--- src/design/pbx_pkg.sv ---
// Package for the protobuf length-delimited field extractor.
// Shared types, parse phase and outcome codes, and the per-item result struct.
// No dependencies.
package pbx_pkg;

    localparam int unsigned LEN_BITS_DEF = 32;
    localparam int unsigned FIELD_W      = 29;
    localparam int unsigned TLEN_W       = 32;
    localparam int unsigned ACC_W        = 64;
    localparam int unsigned CNT_W        = 4;
    localparam logic [FIELD_W-1:0] TARGET_RESET = FIELD_W'(6);

    // wire types and varint limits
    localparam logic [2:0]       WT_VARINT   = 3'd0;
    localparam logic [2:0]       WT_LEN      = 3'd2;
    localparam logic [CNT_W-1:0] VARINT_LAST = CNT_W'(9);

    typedef enum logic [2:0] {
        PH_TAG,
        PH_SKIPVAR,
        PH_SKIPLEN,
        PH_SKIPBYTES,
        PH_TOKLEN,
        PH_EMIT,
        PH_DONE
    } t_phase;

    typedef enum logic [1:0] {
        OUT_NOTFOUND  = 2'd0,
        OUT_FOUND     = 2'd1,
        OUT_MALFORMED = 2'd2
    } t_outcome;

    typedef struct packed {
        logic [7:0]        token_byte;
        logic              token_byte_valid;
        logic              finished;
        t_outcome          outcome;
        logic [TLEN_W-1:0] token_length;
    } t_result;

endpackage

--- src/design/pbx_core.sv ---
// Parse core of the field extractor: state registers and one-byte state update.
// Result for the presented byte is combinational; depends on pbx_pkg.
module pbx_core import pbx_pkg::*; #(
    parameter int unsigned LEN_BITS = LEN_BITS_DEF
) (
    input  logic               i_clk,
    input  logic               i_rst_n,
    input  logic               i_en,
    input  logic [7:0]         i_byte,
    input  logic               i_last,
    input  logic [FIELD_W-1:0] i_target,
    output t_result            o_res
);

    localparam logic [ACC_W-1:0] LenMask = {ACC_W{1'b1}} >> (ACC_W - LEN_BITS);
    localparam logic [LEN_BITS-1:0] LenOne = LEN_BITS'(1);

    t_phase              r_phase,   n_phase;
    logic [ACC_W-1:0]    r_acc,     n_acc;
    logic [CNT_W-1:0]    r_cnt,     n_cnt;
    logic [LEN_BITS-1:0] r_rem,     n_rem;
    logic [LEN_BITS-1:0] r_matched, n_matched;
    t_outcome            r_latched, n_latched;

    logic [CNT_W-1:0] cnt;
    logic [5:0]       shamt;
    logic [ACC_W-1:0] acc;
    logic [LEN_BITS-1:0] rem_dec;
    logic             len_over;
    logic             fnum_hit;
    logic [ACC_W-1:0] matched_ext;

    assign cnt      = (r_cnt > VARINT_LAST) ? VARINT_LAST : r_cnt;
    assign shamt    = 6'({2'b00, cnt} * 6'd7);
    assign acc      = r_acc | ({{(ACC_W-7){1'b0}}, i_byte[6:0]} << shamt);
    assign rem_dec  = r_rem - LenOne;
    assign len_over = |(acc & ~LenMask);
    assign fnum_hit = (acc[ACC_W-1:FIELD_W+3] == '0) && (acc[FIELD_W+2:3] == i_target);

    // next state
    always_comb begin
        n_phase   = r_phase;
        n_acc     = r_acc;
        n_cnt     = r_cnt;
        n_rem     = r_rem;
        n_matched = r_matched;
        n_latched = r_latched;
        unique case (r_phase)
            PH_TAG, PH_SKIPVAR, PH_SKIPLEN, PH_TOKLEN: begin
                if (i_byte[7]) begin
                    if (cnt >= VARINT_LAST) begin
                        n_phase   = PH_DONE;
                        n_latched = OUT_MALFORMED;
                        n_acc     = '0;
                        n_cnt     = '0;
                    end else begin
                        n_acc = acc;
                        n_cnt = cnt + CNT_W'(1);
                    end
                end else begin
                    n_acc = '0;
                    n_cnt = '0;
                    unique case (r_phase)
                        PH_TAG: begin
                            if (fnum_hit && acc[2:0] == WT_LEN) begin
                                n_phase = PH_TOKLEN;
                            end else if (acc[2:0] == WT_VARINT) begin
                                n_phase = PH_SKIPVAR;
                            end else if (acc[2:0] == WT_LEN) begin
                                n_phase = PH_SKIPLEN;
                            end else begin
                                n_phase   = PH_DONE;
                                n_latched = OUT_MALFORMED;
                            end
                        end
                        PH_SKIPVAR: begin
                            n_phase = PH_TAG;
                        end
                        PH_SKIPLEN: begin
                            if (len_over) begin
                                n_phase   = PH_DONE;
                                n_latched = OUT_MALFORMED;
                            end else if (acc == '0) begin
                                n_phase = PH_TAG;
                            end else begin
                                n_rem   = acc[LEN_BITS-1:0];
                                n_phase = PH_SKIPBYTES;
                            end
                        end
                        default: begin
                            if (len_over) begin
                                n_phase   = PH_DONE;
                                n_latched = OUT_MALFORMED;
                            end else begin
                                n_matched = acc[LEN_BITS-1:0];
                                if (acc == '0) begin
                                    n_phase   = PH_DONE;
                                    n_latched = OUT_FOUND;
                                end else begin
                                    n_rem   = acc[LEN_BITS-1:0];
                                    n_phase = PH_EMIT;
                                end
                            end
                        end
                    endcase
                end
            end
            PH_SKIPBYTES: begin
                n_rem = rem_dec;
                if (rem_dec == '0) begin
                    n_phase = PH_TAG;
                end
            end
            PH_EMIT: begin
                n_rem = rem_dec;
                if (rem_dec == '0) begin
                    n_phase   = PH_DONE;
                    n_latched = OUT_FOUND;
                    n_acc     = '0;
                    n_cnt     = '0;
                end
            end
            default: begin
            end
        endcase
    end

    assign matched_ext = ACC_W'(n_matched);

    // result for this byte
    always_comb begin
        o_res                  = '0;
        o_res.finished         = i_last;
        o_res.token_byte_valid = (r_phase == PH_EMIT);
        o_res.token_byte       = (r_phase == PH_EMIT) ? i_byte : 8'h00;
        if (i_last) begin
            if (n_phase == PH_DONE) begin
                o_res.outcome = n_latched;
            end else if (n_phase == PH_TAG && n_cnt == '0) begin
                o_res.outcome = OUT_NOTFOUND;
            end else begin
                o_res.outcome = OUT_MALFORMED;
            end
            if (o_res.outcome == OUT_FOUND) begin
                o_res.token_length = matched_ext[TLEN_W-1:0];
            end
        end
    end

    always_ff @(posedge i_clk) begin
        if (!i_rst_n) begin
            r_phase   <= PH_TAG;
            r_acc     <= '0;
            r_cnt     <= '0;
            r_rem     <= '0;
            r_matched <= '0;
            r_latched <= OUT_NOTFOUND;
        end else if (i_en) begin
            if (i_last) begin
                r_phase   <= PH_TAG;
                r_acc     <= '0;
                r_cnt     <= '0;
                r_rem     <= '0;
                r_matched <= '0;
                r_latched <= OUT_NOTFOUND;
            end else begin
                r_phase   <= n_phase;
                r_acc     <= n_acc;
                r_cnt     <= n_cnt;
                r_rem     <= n_rem;
                r_matched <= n_matched;
                r_latched <= n_latched;
            end
        end
    end

endmodule

--- src/design/protobuf_length_field_extractor_top.sv ---
// Every payload byte yields one result transfer in the cycle after it is taken, and a
// new byte can be taken every cycle while the output is not stalled: the next parse state
// is combinational and one output register holds the result. The input stalls only while
// that register is full and the output side is not ready. The result of the byte
// marked tlast carries the outcome and, when found, the declared length.
// Top level of the protobuf length-delimited field extractor; uses pbx_pkg, pbx_core.
module protobuf_length_field_extractor_top import pbx_pkg::*; #(
    parameter int unsigned LEN_BITS = LEN_BITS_DEF
) (
    input  logic               i_clk,
    input  logic               i_rst_n,
    input  logic               i_cfg_we,
    input  logic [FIELD_W-1:0] i_cfg_wdata,      // target_field
    input  logic               i_s_axis_tvalid,
    output logic               o_s_axis_tready,
    input  logic [7:0]         i_s_axis_tdata,   // [7:0] data_byte
    input  logic               i_s_axis_tlast,   // last
    output logic               o_m_axis_tvalid,
    input  logic               i_m_axis_tready,
    output logic [39:0]        o_m_axis_tdata,   // [7:0] token_byte, [39:8] token_length
    output logic               o_m_axis_tlast,   // finished
    output logic [2:0]         o_m_axis_tuser    // [0] token_byte_valid, [2:1] outcome
);

    logic [FIELD_W-1:0] r_target;
    logic               r_valid;
    t_result            r_res;
    t_result            res;
    logic               take;

    assign o_s_axis_tready = !r_valid || i_m_axis_tready;
    assign take            = i_s_axis_tvalid && o_s_axis_tready;

    pbx_core #(
        .LEN_BITS (LEN_BITS)
    ) u_core (
        .i_clk    (i_clk),
        .i_rst_n  (i_rst_n),
        .i_en     (take),
        .i_byte   (i_s_axis_tdata),
        .i_last   (i_s_axis_tlast),
        .i_target (r_target),
        .o_res    (res)
    );

    always_ff @(posedge i_clk) begin
        if (!i_rst_n) begin
            r_target <= TARGET_RESET;
        end else if (i_cfg_we) begin
            r_target <= i_cfg_wdata;
        end
    end

    always_ff @(posedge i_clk) begin
        if (!i_rst_n) begin
            r_valid <= 1'b0;
        end else if (o_s_axis_tready) begin
            r_valid <= i_s_axis_tvalid;
        end
    end

    always_ff @(posedge i_clk) begin
        if (take) begin
            r_res <= res;
        end
    end

    assign o_m_axis_tvalid = r_valid;
    assign o_m_axis_tdata  = {r_res.token_length, r_res.token_byte};
    assign o_m_axis_tlast  = r_res.finished;
    assign o_m_axis_tuser  = {r_res.outcome, r_res.token_byte_valid};

endmodule

--- config.mk ---
export PLATFORM = sky130hd
export DESIGN_NAME = protobuf_length_field_extractor_top
export DESIGN_NICKNAME = d
export VERILOG_FILES = /design/src/design/pbx_pkg.sv /design/src/design/pbx_core.sv /design/src/design/protobuf_length_field_extractor_top.sv
export SDC_FILE = /design/constraint.sdc
export NUM_CORES = 1
export LEC_CHECK = 0
export BUFFER_PORTS_ARGS = -buffer_cell sky130_fd_sc_hd__buf_2
export CAP_MARGIN = 20
export CORE_ASPECT_RATIO = 0.9
export CORE_MARGIN = 3
export CORE_UTILIZATION = 39
export DETAILED_ROUTE_END_ITERATION = 16
export PLACE_DENSITY = 0.68
export SYNTH_ARGS = -nofsm -noshare
export SYNTH_HDL_FRONTEND = slang
export SYNTH_SLANG_ARGS = --single-unit
--- constraint.sdc ---
create_clock -name i_clk -period 6.5 [get_ports i_clk]
set_input_delay 0.975 -clock i_clk [delete_from_list [all_inputs] [get_ports i_clk]]
set_output_delay 0.975 -clock i_clk [all_outputs]
set_load 0.05 [all_outputs]
---- Word level (Yosys, flattened, before mapping) ----
Index checks and enable logic that the tools add are counted.
storage, ports and cells
  output and inout bits ................... 46
  register bits after elaboration ......... 211
cells by class
  multiply operators ...................... 1
  reductions and logical operators ........ 23
  bitwise gates (word level) .............. 1
  $add $sub $neg .......................... 2
  shift-type cells ........................ 1
  muxes and demuxes ....................... 51
  eq/ne operators ......................... 14
  order comparisons ....................... 2
operators with widths
  cell                     count
  $mux W32                 10
  $mux W64                 4
  $pmux W64 S2             1
  $logic_not A32 Y1        2
  $logic_not A64 Y1        1
  $or A64 B64 Y64          1
  $pmux W32 S2             1
  $shl A7 B6 Y64           1
  $reduce_or A32 Y1        1
  $sub A32 B1 Y32 const B  1
  $mux W2                  15
  $mux W3                  10
  $eq A29 B29 Y1           1
  $mux W4                  5
  $pmux W3 S3              2
  $ne A3 B3 Y1 const B     4
  $eq A3 B2 Y1 const B     3
  $eq A3 B3 Y1 const B     3
  $logic_not A3 Y1         3
  $pmux W4 S2              1
  $mul A4 B3 Y6 const B    1
  $pmux W2 S3              1
  $reduce_and A6 Y1        1
  $reduce_bool A3 Y1       2
  other kinds (16)         20

---- Longest topological paths before layout ----
  depth in word-level cells ............... 19
  gate-level depth with buffers ........... 27

---- Hierarchy ----
Synthesis repeated with hierarchy kept, for this count alone.
unflattened totals
  cells, all modules ...................... 1587
  area, all modules ....................... 12852.3 µm²
by module, submodules not included
  module                               cells each  seq. area each (µm²)  times used  area each (µm²)
  pbx_core                             1445        2742.6                1           10390.0
  protobuf_length_field_extractor_top  142         1921.8                1           2462.4

---- Least setup slack after synthesis ----
OpenSTA, ideal clock, no wires.
  kind .................................... register to register
  start ................................... register u_core.r_cnt[3]
  end ..................................... register r_res (netlist bit o_m_axis_tdata[14]) (data pin)
  setup time .............................. 0.158 ns
  period minus slack after synthesis ...... 6.380 ns
  arrival time ............................ 6.221 ns
  data required time ...................... 6.342 ns
  setup slack ............................. 0.120 ns
  path buffers ............................ 8
  cell stages (with the launch flop) ...... 26
  cells stage by stage .................... dfxtp_1 clkbuf_1 buf_1 nor2b_1 inv_1 ha_1 buf_2 inv_1 buf_2 ha_1 ha_1 inv_1 fa_1 clkbuf_1 clkbuf_1 o211ai_1 o31ai_2 nor2_1 nor4_1 o2111a_1 nand4_1 a221o_1 or4b_1 buf_2 buf_6 a211oi_2
on the way
  longest elaborated chain between the ends .. 19
  elaborated cells on any way between the ends .. 53
ends and longest elaborated chain
  what                                                   line                                       source
  start, declared                                        pbx_core.sv:20                             logic [CNT_W-1:0] r_cnt, n_cnt;
  start signal, assigned                                 pbx_core.sv:169                            r_cnt <= n_cnt;
  $gt A4 B4 Y1                                           pbx_core.sv:33                             assign cnt = (r_cnt > VARINT_LAST) ? VARINT_LAST : r_cnt;
  $mux W4                                                pbx_core.sv:33
  $mul A4 B3 Y6                                          pbx_core.sv:34                             assign shamt = 6'({2'b00, cnt} * 6'd7);
  $shl A7 B6 Y64                                         pbx_core.sv:35                             assign acc = r_acc | ({{(ACC_W-7){1'b0}}, i_byte[6:0]} << shamt);
  $or A64 B64 Y64                                        pbx_core.sv:35
  $eq A29 B29 Y1 (tied with other cells)                 pbx_core.sv:38                             assign fnum_hit = (acc[ACC_W-1:FIELD_W+3] == '0) && (acc[FIELD_W+2:3] == i_target);
  $logic_and A1 B1 Y1 / $mux W3 (equally long branches)  pbx_core.sv:38, pbx_core.sv:69
  $logic_and A1 B1 Y1 / $mux W3 (equally long branches)  pbx_core.sv:65, pbx_core.sv:67
  [... 3 more ...]                                       --
  $pmux W3 S3                                            pbx_core.sv:48                             unique case (r_phase)
  $logic_not A3 Y1                                       pbx_core.sv:139                            end else if (n_phase == PH_TAG && n_cnt == '0) begin
  $logic_and A1 B1 Y1                                    pbx_core.sv:139
  $mux W2                                                pbx_core.sv:139
  $mux W2                                                pbx_core.sv:137                            if (n_phase == PH_DONE) begin
  $mux W2                                                pbx_core.sv:136                            if (i_last) begin
  $eq A2 B1 Y1                                           pbx_core.sv:144                            if (o_res.outcome == OUT_FOUND) begin
  $reduce_and A2 Y1 (no line)                            --
  end signal, assigned                                   protobuf_length_field_extractor_top.sv:64  r_res <= res;
  end, declared                                          protobuf_length_field_extractor_top.sv:27  t_result r_res;
Parallel ways exist; a longest one is shown, timed or not. The select of a mux whose other input is x is not followed.
A chain may end at the register's enable or synchronous reset.

---- Worst setup path after layout ----
  start ................................... register u_core.r_cnt[1]
  end ..................................... register r_res (netlist bit o_m_axis_tdata[14]) (data pin)
Same word-level chain as after synthesis.

==> results.py <==
metrics = {
    "status": {
        "status": "completed",
    },
    "final_layout": {
        "layout.nets": 1660,
        "area_growth_pct": 14.4,
        "fin_area_mm2": 0.0142,
        "stdcell_count": 2034,
        "drive_gt1_frac": 0.161,
        "final_cell_mix": "nor2_1, dfxtp_1, nand2_1",
        "post-route-util": 0.456,
        "mostFrequentLayoutCell": "nor2_1",
    },
    "power": {
        "leakagePower_nw": 5.31,
        "p_per_area_mw_per_mm2": 225,
        "vdd_ir_drop_max_uv": 203,
    },
    "critical_path": {
        "r2r_start": "u_core.r_cnt[1]",
        "r2r_setup_slack_ps": 340,
        "crit_type": "reg2reg",
        "reg2reg_depth": 19,
        "crit_fanout": 32,
        "r2r-end": "o_m_axis_tdata[14]",
        "start_kind": "flop",
        "cp.arrival_ps": 6550,
        "worstSetupEndpointType": "flop",
        "critPathLaunch": "u_core.r_cnt[1]",
        "crit_required_ps": 6890,
        "endpoint": "o_m_axis_tdata[14]",
    },
    "worst_hold_path": {
        "hold_class": "reg2reg",
    },
    "detailed_routing": {
        "avgViaCountPerCell": 6.26,
        "drt_iter0_drc": 1718,
        "remaining_drc_errors": 0,
        "first_pass_iters": 6,
        "drt-total-wl_um": 46300,
        "vias": 12700,
        "antenna_left": 0,
        "routedWlPerCell_um": 22.8,
    },
    "synthesis": {
        "yosys_warnings": 0,
        "synth_top_flop_cell": "dfxtp_1",
        "synthTopCellsByArea": "dfxtp_1, edfxtp_1, nor2_1",
        "async_reset_ff_frac": 0,
        "synth_edf_count": 44,
        "synth_cell_type_count": 98,
        "seq_area_frac_synth": 0.376,
        "syn_nets": 1600,
        "avgSynthCellArea_um2": 8.01,
        "netlist_area_mm2": 0.0124,
        "synth.largest_area_cell": "dfxtp_1",
        "yosysTopAreaCellShare": 0.270,
        "syn_inst": 1546,
        "ys_ff_latch": 211,
    },
    "clocking": {
        "clkSinkCount": 211,
        "cts_root_buffer": "clkbuf_16",
        "cts_buffers": 25,
        "cts_tree": "built",
        "cts_hold_buf": 0,
        "cts_max_path_buffers": 3,
        "clock_latency_ps": 550,
        "clkTransAtPathRegs_ps": 60,
        "h-tree-depth": 1,
    },
    "placement": {
        "dp_cells": 1981,
        "gp_congestion": 0.982,
        "portBuffers": 88,
        "hpwl_um": 33100,
        "place_area_mm2": 0.0133,
    },
    "floorplan": {
        "die_h_um": 175,
        "start_util": 0.399,
        "io_pins": 89,
        "design.die.area_mm2": 0.0339,
        "row_count": 61,
        "coreArea_mm2": 0.0311,
        "die_x_um": 194,
    },
    "timing": {
        "slew_violations": 0,
        "holdWs_ps": 468,
        "fin_crit_ps": 6160,
        "hold_viol_final": 0,
        "max_slew_margin": 0.288,
        "min_period_over_period": 0.948,
        "tightestPinTransition_ps": 1070,
        "fmax_mhz": 162,
        "finalSetupViolations": 0,
        "finalClockSkew_ps": 22.0,
    },
    "global_route": {
        "antenna_found_initial": 1,
        "grt_remaining_overflow": 0,
        "grt_pass1_vias": 11700,
        "grt_pass1_wl_um": 70900,
        "grt_use_total": 0.259,
        "grt_max_degree": 66,
    },
    "run": {
        "cap_viol_max_count": 0,
    },
}
## layer usage
layer	vias to the layer above	global-route usage	wire length [um]
met5	-	0	0
met4	0	0.0867	1780
met3	116	0.0426	4490
met2	747	0.391	19900
met1	6027	0.378	20200
li1	5840	-	-
## worst min-delay path by stage
stage	cells after the start	from	slack, ps	endpoint
4_1_cts	2	u_core.r_acc[21]	470	u_core.r_acc[21]
3_5_place_dp	2	u_core.r_acc[21]	450	u_core.r_acc[21]
6_report	2	u_core.r_acc[21]	470	u_core.r_acc[21]
5_1_grt	2	u_core.r_acc[21]	480	u_core.r_acc[21]
3_3_place_gp	2	u_core.r_acc[53]	450	u_core.r_acc[53]
2_1_floorplan	2	u_core.r_acc[54]	430	u_core.r_acc[54]
## cells by family (layout without fill, tap and decap cells)
logic type	Yosys count	in the layout	share of synthesized area
xor gates and xnor gates	23	23	0.0163
adders and majority gates	11	11	0.0123
AOI/OAI and AO/OA	438	438	0.246
and+or+nand+nor	650	650	0.253
muxes	48	48	0.0414
DFF	211	211	0.376
other	0	1	0
buffers and inverters	165	243	0.0546
## worst max-delay path, cell delays in order, from the launching register on
cell and delay [ps]:
dfxtp_1 440, nor2b_1 210, inv_1 90, ha_1 310
inv_1 60, ha_1 290, ha_1 500, buf_4 220
mux2i_1 510, o211ai_1 210, and4_1 420, a21oi_1 330
xnor2_1 140, nor4_1 390, and4_1 350, nand4_1 140
a221o_1 380, or4b_1 510, buf_6 230, a211oi_2 230
## layout make-up
class / instances / area, um^2
well taps: 409 / 512
repair buffers: 148 / 895
clock buffers: 32 / 672
flip-flops and latches: 211 / 4660
clock inverters: 13 / 106
multi-input cells: 1170 / 7130
diodes: 1 / 2.50
fillers: 3028 / 16900
inverters: 50 / 190
## synthesized netlist by cell type (10+ instances only)
cell	number
a22oi_1	25
a31oi_1	33
xor2_1	10
or3_1	15
xnor2_1	13
nor3_1	68
edfxtp_1	44
o22ai_1	16
inv_1	47
a211oi_2	17
nand3_1	40
clkbuf_1	88
mux2i_1	36
nor4_1	28
nor2b_1	18
o2111ai_1	16
o211ai_1	16
nand2b_1	16
and2_1	12
buf_2	12
nand2_1	150
nand4_1	26
a21oi_1	116
dfxtp_1	167
a21o_1	14
nor2_1	216
o21ai_0	61
## sequential cells by signal, summed over array words and instances (netlist names)
name / cells
r_target: 29
u_core.r_acc: 64
u_core.r_matched: 32
o_m_axis_tuser: 3
u_core.r_phase: 3
u_core.r_rem: 32
o_m_axis_tdata: 40
u_core.r_latched: 2
o_m_axis_tlast: 1
u_core.r_cnt: 4
o_m_axis_tvalid: 1
## stage by stage
stage,worst slack (ps),setup TNS (ps),power (mW)
3_3_place_gp,173,0,1.84
2_1_floorplan,120,0,1.69
5_1_grt,-19.2,-19.2,3.29
6_report,338,0,3.19
3_5_place_dp,73.2,0,1.83
4_1_cts,13.4,0,3.19
## timing repair
action,4_1_cts,5_1_grt
gates resized for setup,0,13
setup endpoints to repair,0,75
setup buffers,0,7
## report_power, final
group / internal, mW / switching (mW) / leakage (nW)
logic: 0.130 / 0.305 / 3.13
registers: 1.36 / 0.0270 / 1.80
clock network: 0.773 / 0.587 / 0.384
Power figures use the tool's default switching activity.
